===== src/rtl/tcbp_pkg.sv =====
// Shared types, constants and register codes for the two-class buffer pool.
// Used by every module under rtl/; depends on nothing.

package tcbp_pkg;

   localparam int SMALL_BUFFERS = 512;
   localparam int JUMBO_BUFFERS = 8;
   localparam int NUM_CLASSES   = 2;

   localparam int IDX_W      = 9;
   localparam int PAYLOAD_W  = 16;
   localparam int HEADROOM_W = 11;
   localparam int SIZE_W     = 16;
   localparam int NEED_W     = 17;

   localparam int CSR_IDX_W  = 2;
   localparam int CSR_DATA_W = 16;

   localparam int REQ_DATA_W = 32;
   localparam int RSP_DATA_W = 16;
   localparam int RSP_USER_W = 3;

   localparam logic [HEADROOM_W-1:0] HEADROOM_RESET   = 11'd128;
   localparam logic [SIZE_W-1:0]     SMALL_SIZE_RESET = 16'd1536;
   localparam logic [SIZE_W-1:0]     JUMBO_SIZE_RESET = 16'd65535;

   typedef enum logic {
      CMD_ALLOC   = 1'b0,
      CMD_RELEASE = 1'b1
   } cmd_type;

   typedef enum logic {
      CLASS_SMALL = 1'b0,
      CLASS_JUMBO = 1'b1
   } class_type;

   typedef enum logic [2:0] {
      ST_SMALL_OK  = 3'd0,
      ST_JUMBO_OK  = 3'd1,
      ST_PROMOTED  = 3'd2,
      ST_TOO_BIG   = 3'd3,
      ST_EXHAUSTED = 3'd4,
      ST_RELEASED  = 3'd5,
      ST_IGNORED   = 3'd6
   } status_type;

   typedef enum logic [CSR_IDX_W-1:0] {
      CSR_HEADROOM   = 2'd0,
      CSR_SMALL_SIZE = 2'd1,
      CSR_JUMBO_SIZE = 2'd2
   } csr_idx_type;

   typedef struct packed {
      logic [HEADROOM_W-1:0] headroom_bytes;
      logic [SIZE_W-1:0]     small_buffer_bytes;
      logic [SIZE_W-1:0]     jumbo_buffer_bytes;
   } csr_type;

   typedef struct packed {
      cmd_type              cmd;
      logic [PAYLOAD_W-1:0] min_payload_bytes;
      class_type            release_class;
      logic [IDX_W-1:0]     release_index;
   } req_type;

   typedef struct packed {
      status_type       status;
      class_type        granted_class;
      logic [IDX_W-1:0] granted_index;
   } rsp_type;

   // per-class request to the free lists
   typedef struct packed {
      logic             pop;
      logic             push;
      logic [IDX_W-1:0] push_idx;
   } list_cmd_type;

   // per-class view of the free lists for the staged item
   typedef struct packed {
      logic             empty;
      logic             full;
      logic [IDX_W-1:0] top;
      logic             in_use;
   } list_stat_type;

   function automatic int class_depth(int c);
      return (c == int'(CLASS_SMALL)) ? SMALL_BUFFERS : JUMBO_BUFFERS;
   endfunction

endpackage


===== src/rtl/tcbp_csr.sv =====
// Configuration registers of the buffer pool: headroom, small and jumbo sizes.
// Depends on tcbp_pkg.

module tcbp_csr (
   input  logic                             clock,
   input  logic                             reset,
   input  logic                             csr_wr_en,
   input  logic [tcbp_pkg::CSR_IDX_W-1:0]   csr_index,
   input  logic [tcbp_pkg::CSR_DATA_W-1:0]  csr_wdata,
   output tcbp_pkg::csr_type                csr
);
   import tcbp_pkg::*;

   csr_type csr_ff, csr_in;

   always_comb begin
      csr_in = csr_ff;
      if (csr_wr_en) begin
         unique case (csr_index)
            CSR_HEADROOM:   csr_in.headroom_bytes     = csr_wdata[HEADROOM_W-1:0];
            CSR_SMALL_SIZE: csr_in.small_buffer_bytes = csr_wdata[SIZE_W-1:0];
            CSR_JUMBO_SIZE: csr_in.jumbo_buffer_bytes = csr_wdata[SIZE_W-1:0];
            default: ;
         endcase
      end
   end

   always_ff @(posedge clock) begin
      if (reset) begin
         csr_ff.headroom_bytes     <= HEADROOM_RESET;
         csr_ff.small_buffer_bytes <= SMALL_SIZE_RESET;
         csr_ff.jumbo_buffer_bytes <= JUMBO_SIZE_RESET;
      end else begin
         csr_ff <= csr_in;
      end
   end

   assign csr = csr_ff;

endmodule


===== config.mk =====
export PLATFORM = sky130hd
export DESIGN_NAME = tcbp_csr
export DESIGN_NICKNAME = d
export VERILOG_FILES = /design/src/rtl/tcbp_pkg.sv /design/src/rtl/tcbp_csr.sv
export SDC_FILE = /design/constraint.sdc
export NUM_CORES = 1
export LEC_CHECK = 0
export BUFFER_PORTS_ARGS = -buffer_cell sky130_fd_sc_hd__buf_4
export CAP_MARGIN = 20
export CORE_ASPECT_RATIO = 0.9
export CORE_MARGIN = 2
export CORE_UTILIZATION = 52
export DETAILED_ROUTE_END_ITERATION = 10
export GPL_TIMING_DRIVEN = 0
export PLACE_DENSITY_LB_ADDON = 0.25
export SLEW_MARGIN = 30
export SYNTH_ARGS = -nofsm -noshare
export SYNTH_HDL_FRONTEND = slang
export SYNTH_SLANG_ARGS = --single-unit

===== constraint.sdc =====
create_clock -name clock -period 1.85 [get_ports clock]
set_input_delay 0.0925 -clock clock [delete_from_list [all_inputs] [get_ports clock]]
set_output_delay 0.0925 -clock clock [all_outputs]
set_load 0.05 [all_outputs]

==> impl_metrics.toml <==
[detailed_routing]
vias = 1430
wirelength_mm = 3.87
drc = 0
avgViaCountPerCell = 4.88
first_iter_violations = 60
final_antenna_net_count = 0
firstDrtPassIters = 4
wl_per_cell_um = 13.2

[cts]
cts_setup_buffers = 0
holdBufCountCts = 0
cts.sinks = 43
clk_latency_ns = 0.29
cts_buffers = 5
root_buffer = "clkbuf_8"
htreeDepth = 2
clk_transition_reported_paths_ns = 0.08
clk_path_buf_depth = 2
cts-resized-gates = 0
cts_tree = "yes"

[critical_path]
crit_chain = "buf_4"
crit_required_ns = 1.76
critPathMaxStageDelay_ns = 0.36
worstSetupStartpointType = "flip-flop"
worstSetupEndpointType = "output pin"
path_depth = 1
r2r.worst_path.cells = 2
critical_path_class = "flip-flop to output pin"
worstPathArrival_ns = 0.86
slowest_stage = "dfxtp_1"
critPathBufInv = 1
path_delay_family = "flip-flops"
crit_fanout = 2

[power]
peakVddDrop_v = 0.000596
p_leak_nw = 1.04
p_per_area_mw_per_mm2 = 785
p_sw_share_pct = 28.2
clkPwrFrac_pct = 30.2
comb_power_share_pct = 17.9
p_sw_mw = 0.530
intPower_mw = 1.35
power_frac_seq_pct = 51.9

[place]
place_ws_ns = 0.728
io_buffer_count = 62
post-dp-hpwl_mm = 2.97
gp_congestion = 0.701

[final_layout]
n_antenna_cell = 0
fin_nets = 269
final_util_pct = 72.0
drive_gt1_share_pct = 30.1
largest_reg_flops = 43
n_fill_cell = 279
area_growth_pct = 33.5

[synthesis]
synth.ff_latch_count = 43
synthCells = 179
yosys_warnings = 0
yosysSeqAreaShare_pct = 48.0
syn_nets = 200
synth.avg_cell_area_um2 = 10.0
yosysUniqueCellTypes = 11
netlist_area_mm2 = 0.00179

[grt]
grt_pass1_vias = 1415
antenna_found_initial = 0
grt_usage_pct = 22.3
overflow = 0
grt_pass1_wl_mm = 6.55
grt_start_max_net_pins = 13

[sta]
worst_hold_slack_ns = 0.0746
timing.final.crit_period_ns = 0.953
setup_viol = 0
rsz0062_at_grt = "false"
clock_skew_ns = 0
setup_tns_ns = 0
drv_slew = 0
max_slew.worst_pin.slew_ns = 0.662
setup_ws_ns = 0.897
finalHoldViolCount = 0
finalCritPeriodShare_pct = 51.5
max_clock_freq_ghz = 1.05
relSlewSlack_pct = 55.7

[run_status]
status = "completed"

[die]
start_util_pct = 53.9
die_area_mm2 = 0.00394
die_h_um = 59.7
pin_count = 64
rows = 20
core_area_mm2 = 0.00333
die_x_um = 65.9

[job]
drv_cap = 0

[worst_hold_path]
hp-class = "input port to flip-flop"
hold_depth = 3
## cell families after synthesis
group                  share of synthesized area (%)
and+or+nand+nor                                 23.8
muxes                                           24.0
DFF                                             48.0
buffers and inverters                           4.18
## cells in the final DEF (no fill, tap or decap)
master	instances
clkbuf_1	9
dfxtp_1	43
buf_4	62
nand2b_1	40
buf_2	3
nor3b_2	1
nand3b_1	1
clkbuf_8	5
mux2i_1	43
clkinv_2	1
buf_6	3
and3b_1	2
nor2_1	35
or3b_1	1
## power by group through the flow
| stage | registers, mW | clock network (mW) | logic (mW) |
|---|---|---|---|
| after floorplan | 1.11 | 0 | 0.108 |
| after global placement | 0.997 | 0 | 0.336 |
| after detailed placement | 0.998 | 0 | 0.339 |
| after CTS | 0.977 | 0.572 | 0.340 |
| after global routing | 0.980 | 0.619 | 0.359 |
| final | 0.976 | 0.568 | 0.338 |
## synth_stat cells (all sizes together)
| cell | count | area (um2) |
|---|---|---|
| mux2i | 43 | 430 |
| nor3b | 1 | 12.5 |
| nor2 | 35 | 131 |
| clkbuf | 7 | 26.3 |
| or3b | 1 | 8.76 |
| nand3b | 1 | 7.51 |
| nand2b | 40 | 250 |
| and3b | 2 | 17.5 |
| dfxtp | 43 | 861 |
| buf | 6 | 48.8 |
## worst register-to-register path, cell delays in order (launching register included)
cell	delay (ns)
dfxtp_1	0.36
nand2b_1	0.07
mux2i_1	0.14
## through the flow
step	instances	power, mW	instance area, um2
floorplan	179	1.22	1790
global placement	285	1.33	2310
detailed placement	285	1.34	2310
CTS	293	1.89	2400
global route	293	1.96	2400
finish	293	1.88	2400
## cell type report
type	count	area, um2	share of cell area, %
Sequential cell	43	861	35.9
Multi-Input combinational cell	123	858	35.8
Timing Repair Buffer	62	465	19.4
Clock buffer	7	76.3	3.19
Buffer	13	75.1	3.13
Tap cell	44	55.1	2.30
Clock inverter	1	5.00	0.209
## worst paths after layout
check | start | endpoint | slack [ns]
min reg2reg | csr[19] | csr[19] | 0.48
min | csr_wdata[4] | csr[4] | 0.07
max | csr[30] | csr[30] | 0.90
max reg2reg | csr[30] | csr[30] | 1.21
## layer usage
metal	vias to the layer above	GRT usage, %	wire [um]	part of all wire (%)
li1	720	-	-	-
met1	665	29.0	1830	47
met2	40	36.5	1800	46
met3	5	6.97	208	5.4
met4	0	5.36	33	0.85
met5	-	0	0	0
Note: power is estimated with default switching activity, not from simulation.
