[src/rtl/tcbp_pkg.sv]
// Shared types, constants and register codes for the two-class buffer pool.
// Used by every module under rtl/; depends on nothing.

package tcbp_pkg;

   localparam int SMALL_BUFFERS = 512;
   localparam int JUMBO_BUFFERS = 8;
   localparam int NUM_CLASSES   = 2;

   localparam int IDX_W      = 9;
   localparam int PAYLOAD_W  = 16;
   localparam int HEADROOM_W = 11;
   localparam int SIZE_W     = 16;
   localparam int NEED_W     = 17;

   localparam int CSR_IDX_W  = 2;
   localparam int CSR_DATA_W = 16;

   localparam int REQ_DATA_W = 32;
   localparam int RSP_DATA_W = 16;
   localparam int RSP_USER_W = 3;

   localparam logic [HEADROOM_W-1:0] HEADROOM_RESET   = 11'd128;
   localparam logic [SIZE_W-1:0]     SMALL_SIZE_RESET = 16'd1536;
   localparam logic [SIZE_W-1:0]     JUMBO_SIZE_RESET = 16'd65535;

   typedef enum logic {
      CMD_ALLOC   = 1'b0,
      CMD_RELEASE = 1'b1
   } cmd_type;

   typedef enum logic {
      CLASS_SMALL = 1'b0,
      CLASS_JUMBO = 1'b1
   } class_type;

   typedef enum logic [2:0] {
      ST_SMALL_OK  = 3'd0,
      ST_JUMBO_OK  = 3'd1,
      ST_PROMOTED  = 3'd2,
      ST_TOO_BIG   = 3'd3,
      ST_EXHAUSTED = 3'd4,
      ST_RELEASED  = 3'd5,
      ST_IGNORED   = 3'd6
   } status_type;

   typedef enum logic [CSR_IDX_W-1:0] {
      CSR_HEADROOM   = 2'd0,
      CSR_SMALL_SIZE = 2'd1,
      CSR_JUMBO_SIZE = 2'd2
   } csr_idx_type;

   typedef struct packed {
      logic [HEADROOM_W-1:0] headroom_bytes;
      logic [SIZE_W-1:0]     small_buffer_bytes;
      logic [SIZE_W-1:0]     jumbo_buffer_bytes;
   } csr_type;

   typedef struct packed {
      cmd_type              cmd;
      logic [PAYLOAD_W-1:0] min_payload_bytes;
      class_type            release_class;
      logic [IDX_W-1:0]     release_index;
   } req_type;

   typedef struct packed {
      status_type       status;
      class_type        granted_class;
      logic [IDX_W-1:0] granted_index;
   } rsp_type;

   // per-class request to the free lists
   typedef struct packed {
      logic             pop;
      logic             push;
      logic [IDX_W-1:0] push_idx;
   } list_cmd_type;

   // per-class view of the free lists for the staged item
   typedef struct packed {
      logic             empty;
      logic             full;
      logic [IDX_W-1:0] top;
      logic             in_use;
   } list_stat_type;

   function automatic int class_depth(int c);
      return (c == int'(CLASS_SMALL)) ? SMALL_BUFFERS : JUMBO_BUFFERS;
   endfunction

endpackage

[src/rtl/tcbp_alloc.sv]
// Grant and release decision for one staged request: size check, class choice,
// promotion and release validation. Depends on tcbp_pkg.

module tcbp_alloc (
   input  logic                                                go,
   input  tcbp_pkg::req_type                                   item,
   input  tcbp_pkg::csr_type                                   csr,
   input  tcbp_pkg::list_stat_type [tcbp_pkg::NUM_CLASSES-1:0] stat,
   output tcbp_pkg::rsp_type                                   rsp,
   output tcbp_pkg::list_cmd_type  [tcbp_pkg::NUM_CLASSES-1:0] cmd
);
   import tcbp_pkg::*;

   logic [NEED_W-1:0] need;
   logic              over_jumbo, over_small;
   logic              idx_in_range;
   list_stat_type     rel_stat;

   assign need       = NEED_W'(item.min_payload_bytes) + NEED_W'(csr.headroom_bytes);
   assign over_jumbo = need > NEED_W'(csr.jumbo_buffer_bytes);
   assign over_small = need > NEED_W'(csr.small_buffer_bytes);
   assign rel_stat   = stat[item.release_class];

   always_comb begin
      if (item.release_class == CLASS_SMALL) begin
         idx_in_range = 32'(item.release_index) < 32'(SMALL_BUFFERS);
      end else begin
         idx_in_range = 32'(item.release_index) < 32'(JUMBO_BUFFERS);
      end
   end

   always_comb begin
      rsp.status        = ST_IGNORED;
      rsp.granted_class = CLASS_SMALL;
      rsp.granted_index = '0;
      cmd               = '0;
      if (item.cmd == CMD_ALLOC) begin
         priority if (over_jumbo) begin
            rsp.status = ST_TOO_BIG;
         end else if (over_small) begin
            if (!stat[CLASS_JUMBO].empty) begin
               rsp.status             = ST_JUMBO_OK;
               rsp.granted_class      = CLASS_JUMBO;
               rsp.granted_index      = stat[CLASS_JUMBO].top;
               cmd[CLASS_JUMBO].pop   = go;
            end else begin
               rsp.status = ST_EXHAUSTED;
            end
         end else if (!stat[CLASS_SMALL].empty) begin
            rsp.status             = ST_SMALL_OK;
            rsp.granted_index      = stat[CLASS_SMALL].top;
            cmd[CLASS_SMALL].pop   = go;
         end else if (!stat[CLASS_JUMBO].empty) begin
            rsp.status             = ST_PROMOTED;
            rsp.granted_class      = CLASS_JUMBO;
            rsp.granted_index      = stat[CLASS_JUMBO].top;
            cmd[CLASS_JUMBO].pop   = go;
         end else begin
            rsp.status = ST_EXHAUSTED;
         end
      end else if (idx_in_range && rel_stat.in_use && !rel_stat.full) begin
         rsp.status                         = ST_RELEASED;
         cmd[item.release_class].push       = go;
         cmd[item.release_class].push_idx   = item.release_index;
      end
   end

endmodule

[config.mk]
export PLATFORM = sky130hd
export DESIGN_NAME = tcbp_alloc
export DESIGN_NICKNAME = d
export VERILOG_FILES = /design/src/rtl/tcbp_pkg.sv /design/src/rtl/tcbp_alloc.sv
export SDC_FILE = /design/constraint.sdc
export NUM_CORES = 1
export LEC_CHECK = 0
export BUFFER_PORTS_ARGS = -buffer_cell sky130_fd_sc_hd__buf_2
export CAP_MARGIN = 40
export CORE_ASPECT_RATIO = 0.8
export CORE_MARGIN = 5
export CORE_UTILIZATION = 35
export DETAILED_ROUTE_END_ITERATION = 10
export PLACE_DENSITY = 0.7
export SLEW_MARGIN = 20
export SYNTH_ARGS = -nofsm -noshare
export SYNTH_HDL_FRONTEND = slang
export SYNTH_SLANG_ARGS = --single-unit
[constraint.sdc]
create_clock -name vclk -period 7.6
set_input_delay 0.38 -clock vclk [all_inputs]
set_output_delay 0.38 -clock vclk [all_outputs]
set_load 0.005 [all_outputs]
==> results of run 1 <==
[critical path, stage by stage]
cell and delay [ns]:
buf_2 0.10, ha_1 0.35, a21o_1 0.21, or3_1 0.34
o21ai_0 0.34, o21ai_0 0.20, and4_1 0.24, xor2_1 0.15
ha_1 0.33, nand2_1 0.08, nor3_1 0.24, a21oi_1 0.12
a31oi_1 0.67, o311ai_0 0.20, a21oi_1 0.20, buf_2 0.14
[cells in the final DEF (no fill, tap or decap), types with 2 or more instances in the layout]
master	netlist	routed
o311ai_0	9	9
nand4_1	17	17
a211o_1	2	2
nand2_1	8	8
a21o_1	3	3
a211oi_1	4	4
ha_1	43	43
buf_2	1	124
inv_1	41	41
o21ai_0	13	13
a31oi_1	6	6
and4_1	2	2
and2_1	7	7
nor3_1	9	9
and3_1	7	7
o31a_1	3	3
nor2_1	17	17
o21a_1	6	6
nand3_1	5	5
nor4_1	2	2
conb_1	1	6
o21bai_1	3	3
o211ai_1	3	3
xnor2_1	11	11
a31o_2	2	2
a21oi_1	24	24
[routing by layer]
layer / global-route usage, % / share of wire (%)
met3: 1.68 / 6.6
met1: 23.0 / 46
met2: 27.9 / 46
met5: 0 / 0
met4: 1.32 / 0.67
[power breakdown]
part           switching (mW)  leakage [nW]  internal, mW
combinational           0.104          1.46        0.0867
sequential                  0             0             0
clock                       0             0             0
[synth_stat cells (all sizes together) (2+ instances only)]
cell type	number	share of area, %
a211o	2	0.93
a211oi	4	1.6
a21o	3	1.2
a21oi	24	6.4
a31o	2	0.93
a31oi	6	2.0
and2	7	2.3
and3	7	2.3
and4	2	0.93
buf	8	3.2
clkbuf	5	0.99
ha	43	28
inv	41	8.1
nand2	8	1.6
nand3	5	1.3
nand4	17	5.6
nor2	17	3.4
nor3	10	3.2
nor4	2	0.66
o211ai	3	1.2
o21a	6	2.4
o21ai	13	3.4
o21bai	3	1.2
o311ai	9	4.2
o31a	3	1.4
or3	2	0.93
xnor2	11	5.1
[per-stage QoR]
step                      util (%)  setup WS [ns]  hold WS, ns  cell area, um2
after CTS                     49.5           2.93         1.05            2530
after global routing          49.5           2.37         1.07            2530
after global placement        49.5           3.14         1.04            2530
after floorplan                  -           3.68        0.795            1910
after detailed placement      49.5           2.94         1.05            2530
final                         49.5           2.91         1.05            2530
[worst max-delay path by stage]
stage	from	endpoint	cells past startpoint
2_1_floorplan	item[17]	cmd[10]	15
3_3_place_gp	item[17]	rsp[4]	16
3_5_place_dp	item[17]	rsp[4]	16
4_1_cts	item[17]	rsp[4]	16
5_1_grt	item[10]	rsp[4]	18
6_report	item[17]	rsp[4]	16
[cell type report]
cell class         instances  area share (%)
multi-input cells        224            65.9
well taps                 62            3.06
repair buffers           125            24.8
inverters                 42            6.22
[cells by family (layout without fill, tap and decap cells)]
| group | count (synthesis) | in the layout |
|---|---|---|
| AO/OA/AOI/OAI | 82 | 82 |
| AND/OR/NAND/NOR | 80 | 80 |
| buffers and inverters | 55 | 167 |
| adder cells (fa/ha/maj) | 44 | 44 |
| XOR/XNOR | 12 | 12 |
| other | 1 | 6 |
==> flow_metrics.env, run 1 <==
export IMPL_synth_simple_area_share_pct=23.6
export IMPL_crit_path_end_kind="primary output"
export IMPL_synthCells=274
export IMPL_finalMaxSlewViolations=0
export IMPL_fin_total_pwr_mw=0.191
export IMPL_outcome="complete, no violations"
export IMPL_start_kind="primary input"
export IMPL_synth_top_family_by_area="adder cells"
export IMPL_leakagePower_nw=1.46
export IMPL_cts_resized=0
export IMPL_dp_hpwl_um=5570
export IMPL_min_path_cells=3
export IMPL_globalplace_congestion=0.823
export IMPL_synthToLayoutAreaGrowth_pct=34.1
export IMPL_crit_fanout=11
export IMPL_worstHoldStart="item[1]"
export IMPL_worstMarginPinSlew_ns=0.845
export IMPL_seqCellArea_um2=0
export IMPL_period_minus_slack_ns=4.69
export IMPL_fp_dieH_um=75.7
export IMPL_n_antenna_cell=0
export IMPL_pwr_density_cell_nw_per_um2=75.3
export IMPL_fin_crit_sh_pct=61.7
export IMPL_relSlewSlack_pct=43.4
export IMPL_synth_fa_ha_area_share_pct=29.5
export IMPL_seq_area_frac_synth_pct=0
export IMPL_viasPerCell=5.26
export IMPL_drc=0
export IMPL_worstHoldEndpoint="cmd[1]"
export IMPL_min_delay_path_class="in2out"
export IMPL_drive_gt1_share_pct=33.0
export IMPL_dr_pass1_iters=4
export IMPL_synth_compound_area_share_pct=28.5
export IMPL_ios=130
export IMPL_first_iter_violations=101
export IMPL_critPathKind="in2out"
export IMPL_core_area_um2=5120
export IMPL_crit_arrival_ns=4.31
export IMPL_critPathRequiredTime_ns=7.22
export IMPL_report_final_hold_viol_count=0
export IMPL_antenna_found_initial=0
export IMPL_initial_core_util_pct=36.9
export IMPL_cts_setup_buffers=0
export IMPL_grt_pass1_vias=2249
export IMPL_synth_xor_area_share_pct=5.56
export IMPL_tns_ns=0
export IMPL_ir_drop_uv=37.1
export IMPL_rsz0062_at_grt="no"
export IMPL_rows=23
export IMPL_yosys_warnings=0
export IMPL_grt_pass1_wl_um=9700
export IMPL_max_cap_violations=0
export IMPL_num_vias=2384
export IMPL_wl_per_cell_um=13.8
export IMPL_drtAntennaViolNets=0
export IMPL_layout_nets=532
export IMPL_setup_viol=0
export IMPL_muxShareOfSynthArea_pct=0
export IMPL_dp_cells=453
export IMPL_clkbuf_count=0
export IMPL_die_x_um=92.1
export IMPL_wirelength_um=6250
export IMPL_design_seq_count=0
export IMPL_die_area_um2=6980
export IMPL_hold_buffers=0
export IMPL_avgSynthCellArea_um2=6.90
export IMPL_portBuffers=124
export IMPL_fin_cells=453
export IMPL_grt_max_degree=13
export IMPL_grt_overflow=0
export IMPL_synth_distinct_cells=42
export IMPL_grtUsageTotal_pct=16.2
export IMPL_nFillCells=528
export IMPL_max_freq_ghz=0.213
export IMPL_syn_area_um2=1890
export IMPL_multiInputGateArea_um2=1670
No activity file was read; power rests on OpenSTA's default activity.
==> inputs of run 2 (changes only) <==
--- a/config.mk
+++ b/config.mk
@@ -11,7 +11,7 @@
 export CORE_MARGIN = 5
 export CORE_UTILIZATION = 35
 export DETAILED_ROUTE_END_ITERATION = 10
-export PLACE_DENSITY = 0.7
+export PLACE_DENSITY = 0.72
 export SLEW_MARGIN = 20
 export SYNTH_ARGS = -nofsm -noshare
 export SYNTH_HDL_FRONTEND = slang
==> constraint.sdc (replaced) <==
create_clock -name vclk -period 4.2
set_input_delay 0.21 -clock vclk [all_inputs]
set_output_delay 0.21 -clock vclk [all_outputs]
set_load 0.005 [all_outputs]
==> run 2 against run 1 <==
  * Sequential share of layout area stayed put
  * Routed wire length is 3.3% higher
  * Final cell count is 1.3% higher
  * Worst setup slack worse by 2.7 ns
  * Core utilization is 1.8 points higher
  * Flip-flop and latch count stayed put
  * Hold slack worse by 0.34 ns
  * Count of clock-buffer cells in the layout stayed put
  * Die area stayed put
==> flow_metrics.env, run 2 (synthesis results as in run 1) <==
export IMPL_outcome="complete, no violations"
export IMPL_postLayoutCoreUtil_pct=51.3
export IMPL_critPathLaunch="item[10]"
export IMPL_die_area_um2=6980
export IMPL_min_delay_path_class="in2out"
export IMPL_max_freq_ghz=0.250
export IMPL_setup_viol=0
export IMPL_leakagePower_nw=1.50
export IMPL_switching_share_pct=53.2
export IMPL_antenna_found_initial=0
export IMPL_power_frac_clock_pct=0
export IMPL_core_area_um2=5120
export IMPL_critPathRequiredTime_ns=3.99
export IMPL_globalplace_congestion=0.850
export IMPL_max_cap_violations=0
export IMPL_finalMaxSlewViolations=0
export IMPL_dpl_cell_area_um2=2560
export IMPL_fin_crit_sh_pct=95.2
export IMPL_drc=0
export IMPL_hold_buffers=0
export IMPL_grtUsageTotal_pct=16.6
export IMPL_ios=130
export IMPL_num_vias=2420
export IMPL_crit_end="rsp[4]"
export IMPL_rows=23
export IMPL_ir_drop_uv=65.9
export IMPL_p_int_mw=0.175
export IMPL_dr_pass1_iters=4
export IMPL_clkbuf_count=0
export IMPL_start_kind="primary input"
export IMPL_fp_dieH_um=75.7
export IMPL_n_antenna_cell=0
export IMPL_drive_gt1_share_pct=36.3
export IMPL_period_minus_slack_ns=4.00
export IMPL_seqPwrFrac_pct=0
export IMPL_wirelength_um=6460
export IMPL_drtAntennaViolNets=0
export IMPL_combinationalPowerShare_pct=100.0
export IMPL_p_switching_mw=0.198
export IMPL_final_cell_mix="124 x buf_2, 42 x ha_1, 41 x inv_1, 24 x a21oi_1, 17 x nand4_1"
export IMPL_wl_per_cell_um=14.1
export IMPL_grt_pass1_vias=2215
export IMPL_fin_total_pwr_mw=0.373
export IMPL_report_final_hold_viol_count=0
export IMPL_grt_pass1_wl_um=9910
export IMPL_crit_fanout=7
export IMPL_layout_nets=538
export IMPL_layout_commonest_cell="buf_2"
export IMPL_portBuffers=124
export IMPL_crit_arrival_ns=3.79
export IMPL_viasPerCell=5.27
export IMPL_seqCellArea_um2=0
export IMPL_grt_max_degree=13
export IMPL_dp_hpwl_um=5640
export IMPL_crit_path_end_kind="primary output"
export IMPL_design_seq_count=0
export IMPL_grt_overflow=0
export IMPL_critPathKind="in2out"
export IMPL_tns_ns=0
export IMPL_fin_area_um2=2630
export IMPL_pwr_density_cell_nw_per_um2=142
export IMPL_synthToLayoutAreaGrowth_pct=39.1
export IMPL_die_x_um=92.1
export IMPL_first_iter_violations=65
export IMPL_initial_core_util_pct=36.9
[run 2: worst max-delay path: stages]
cell and delay [ns]:
buf_2 0.08, ha_1 0.16, inv_1 0.06, fa_2 0.35, nor2b_2 0.13, o31a_1 0.22, o21ai_2 0.10, buf_4 0.15
o21ai_2 0.13, and4_1 0.25, xor2_2 0.18, ha_1 0.26, nand2_1 0.09, nor2_1 0.05, a211o_1 0.24, o31a_1 0.26
or3_4 0.45, buf_12 0.16, a21oi_1 0.12, buf_2 0.13
[run 2: how the worst min path moves through the flow]
stage                   from     end  slack [ns]  cells past startpoint
finish               item[5]  cmd[5]        0.71                      3
floorplan            item[9]  cmd[9]        0.46                      1
detailed placement  stat[23]  rsp[9]        0.70                      3
CTS                 stat[23]  rsp[9]        0.70                      3
global route         item[2]  cmd[2]        0.72                      3
global placement    stat[23]  rsp[9]        0.70                      3
[run 2: cell type report]
cell class / count / area, um2
inverters: 42 / 158
fillers: 528 / 2490
multi-input cells: 224 / 1710
repair buffers: 131 / 686
well taps: 62 / 77.6
[run 2: stage by stage]
step / instances / setup WS (ns) / hold slack (ns)
after global placement: 456 / 0.203 / 0.702
after detailed placement: 456 / 0.0724 / 0.702
after floorplan: 279 / 0.622 / 0.455
after CTS: 456 / 0.0565 / 0.703
final: 459 / 0.202 / 0.708
after global routing: 459 / -0.0483 / 0.718
[run 2: repair_timing]
action                                  CTS  global route
buffers inserted                          0             3
endpoints found under the setup margin    0            15
gates resized for setup                   0            11
[run 2: power groups by stage]
stage	Sequential, mW	Combinational (mW)	Clock (mW)
2_1_floorplan	0	0.235	0
3_3_place_gp	0	0.340	0
3_5_place_dp	0	0.349	0
4_1_cts	0	0.352	0
5_1_grt	0	0.424	0
6_report	0	0.373	0
[run 2: metal layers]
metal / GRT usage, % / share of wire [%] / vias up
met5: 0 / 0 / -
met4: 0.988 / 0.59 / 0
met3: 2.17 / 6.2 / 6
met2: 27.8 / 47 / 88
met1: 23.9 / 46 / 1070
li1: - / - / 1256
==> inputs of run 3 (changes only) <==
--- a/config.mk
+++ b/config.mk
@@ -8,7 +8,7 @@
 export BUFFER_PORTS_ARGS = -buffer_cell sky130_fd_sc_hd__buf_2
 export CAP_MARGIN = 40
 export CORE_ASPECT_RATIO = 0.8
-export CORE_MARGIN = 5
+export CORE_MARGIN = 2
 export CORE_UTILIZATION = 35
 export DETAILED_ROUTE_END_ITERATION = 10
 export PLACE_DENSITY = 0.72
==> run 3 against run 2 <==
  * Sequential share of layout area stayed put
  * Die area is 14% lower
  * Total power is 4.4% lower
==> flow_metrics.env, run 3 (synthesis results as in run 1) <==
export IMPL_critPathRequiredTime_ns=3.99
export IMPL_drtAntennaViolNets=0
export IMPL_dr_pass1_iters=4
export IMPL_crit_arrival_ns=3.80
export IMPL_drc=0
export IMPL_pwr_density_cell_nw_per_um2=138
export IMPL_fin_cells=456
export IMPL_final_cell_mix="124 x buf_2, 43 x ha_1, 41 x inv_1, 24 x a21oi_1"
export IMPL_viasPerCell=5.17
export IMPL_setup_viol=0
export IMPL_max_cap_violations=0
export IMPL_grt_overflow=0
export IMPL_dp_cells=455
export IMPL_finalMaxSlewViolations=0
export IMPL_num_vias=2359
export IMPL_clkbuf_count=0
export IMPL_n_antenna_cell=0
export IMPL_die_area_um2=6010
export IMPL_ios=130
export IMPL_ir_drop_uv=65.5
export IMPL_critPathKind="in2out"
export IMPL_crit_fanout=6
export IMPL_dpl_cell_area_um2=2550
export IMPL_wl_per_cell_um=12.7
export IMPL_max_freq_ghz=0.250
export IMPL_postLayoutCoreUtil_pct=50.6
export IMPL_nFillCells=508
export IMPL_outcome="complete, no violations"
export IMPL_rsz0062_at_grt="no"
export IMPL_tns_ns=0
export IMPL_cts_resized=0
export IMPL_wirelength_um=5780
export IMPL_min_delay_path_class="in2out"
export IMPL_seqCellArea_um2=0
export IMPL_hold_buffers=0
export IMPL_report_final_hold_viol_count=0
export IMPL_fin_crit_sh_pct=95.4
export IMPL_grtUsageTotal_pct=18.2
export IMPL_initial_core_util_pct=37.1
export IMPL_die_x_um=86.1
export IMPL_layout_nets=535
export IMPL_rows=23
export IMPL_first_iter_violations=81
export IMPL_start_kind="primary input"
export IMPL_grt_pass1_vias=2153
export IMPL_cts_setup_buffers=0
export IMPL_layout_commonest_cell="buf_2"
export IMPL_dp_hpwl_um=5070
export IMPL_leakagePower_nw=1.48
export IMPL_drive_gt1_share_pct=34.5
export IMPL_multiInputGateArea_um2=1700
export IMPL_core_area_um2=5090
export IMPL_portBuffers=124
export IMPL_grt_max_degree=13
export IMPL_antenna_found_initial=0
export IMPL_crit_path_end_kind="primary output"
export IMPL_fin_area_um2=2570
export IMPL_globalplace_congestion=0.913
export IMPL_design_seq_count=0
export IMPL_period_minus_slack_ns=4.01
export IMPL_fp_dieH_um=69.7
export IMPL_grt_pass1_wl_um=9490
export IMPL_synthToLayoutAreaGrowth_pct=36.3
[run 3: per-layer routing]
| layer | GRT usage (%) | wire length (um) | vias up |
|---|---|---|---|
| met2 | 30.8 | 2560 | 77 |
| li1 | - | - | 1247 |
| met1 | 26.4 | 2870 | 1031 |
| met5 | 0 | 0 | - |
| met3 | 0.714 | 316 | 4 |
| met4 | 1.41 | 34 | 0 |
[run 3: final cells by class]
type                       instances  area share, %
tap                               62           3.01
inverter                          42           6.12
timing repair buffer             127           25.0
multi-input combinational        225           65.9
[run 3: stage by stage]
stage / power [mW] / worst slack [ns] / hold WS [ns]
after floorplan: 0.235 / 0.622 / 0.455
after detailed placement: 0.345 / 0.134 / 0.703
final: 0.356 / 0.195 / 0.702
after global routing: 0.405 / 0.0165 / 0.725
after CTS: 0.348 / 0.111 / 0.702
after global placement: 0.337 / 0.228 / 0.699
[run 3: critical path, stage by stage]
cell	delay, ns
buf_2	0.10
ha_1	0.20
inv_1	0.07
fa_2	0.22
nor2b_2	0.05
o31a_1	0.33
buf_4	0.16
o21a_1	0.16
nor2_1	0.11
xnor2_1	0.17
ha_1	0.29
a211oi_1	0.22
o21bai_1	0.11
a211o_1	0.30
o31a_1	0.28
or3_4	0.46
nor4_2	0.22
buf_2	0.15
[run 3: path summary, 6_finish.rpt]
check	to	slack [ns]	cells past startpoint	startpoint
min	cmd[0]	0.70	3	item[0]
max	cmd[21]	0.19	18	item[10]
[run 3: power breakdown]
part	total (mW)	leakage, nW	switching (mW)	internal, mW
clock	0	0	0	0
sequential	0	0	0	0
combinational	0.356	1.48	0.193	0.163
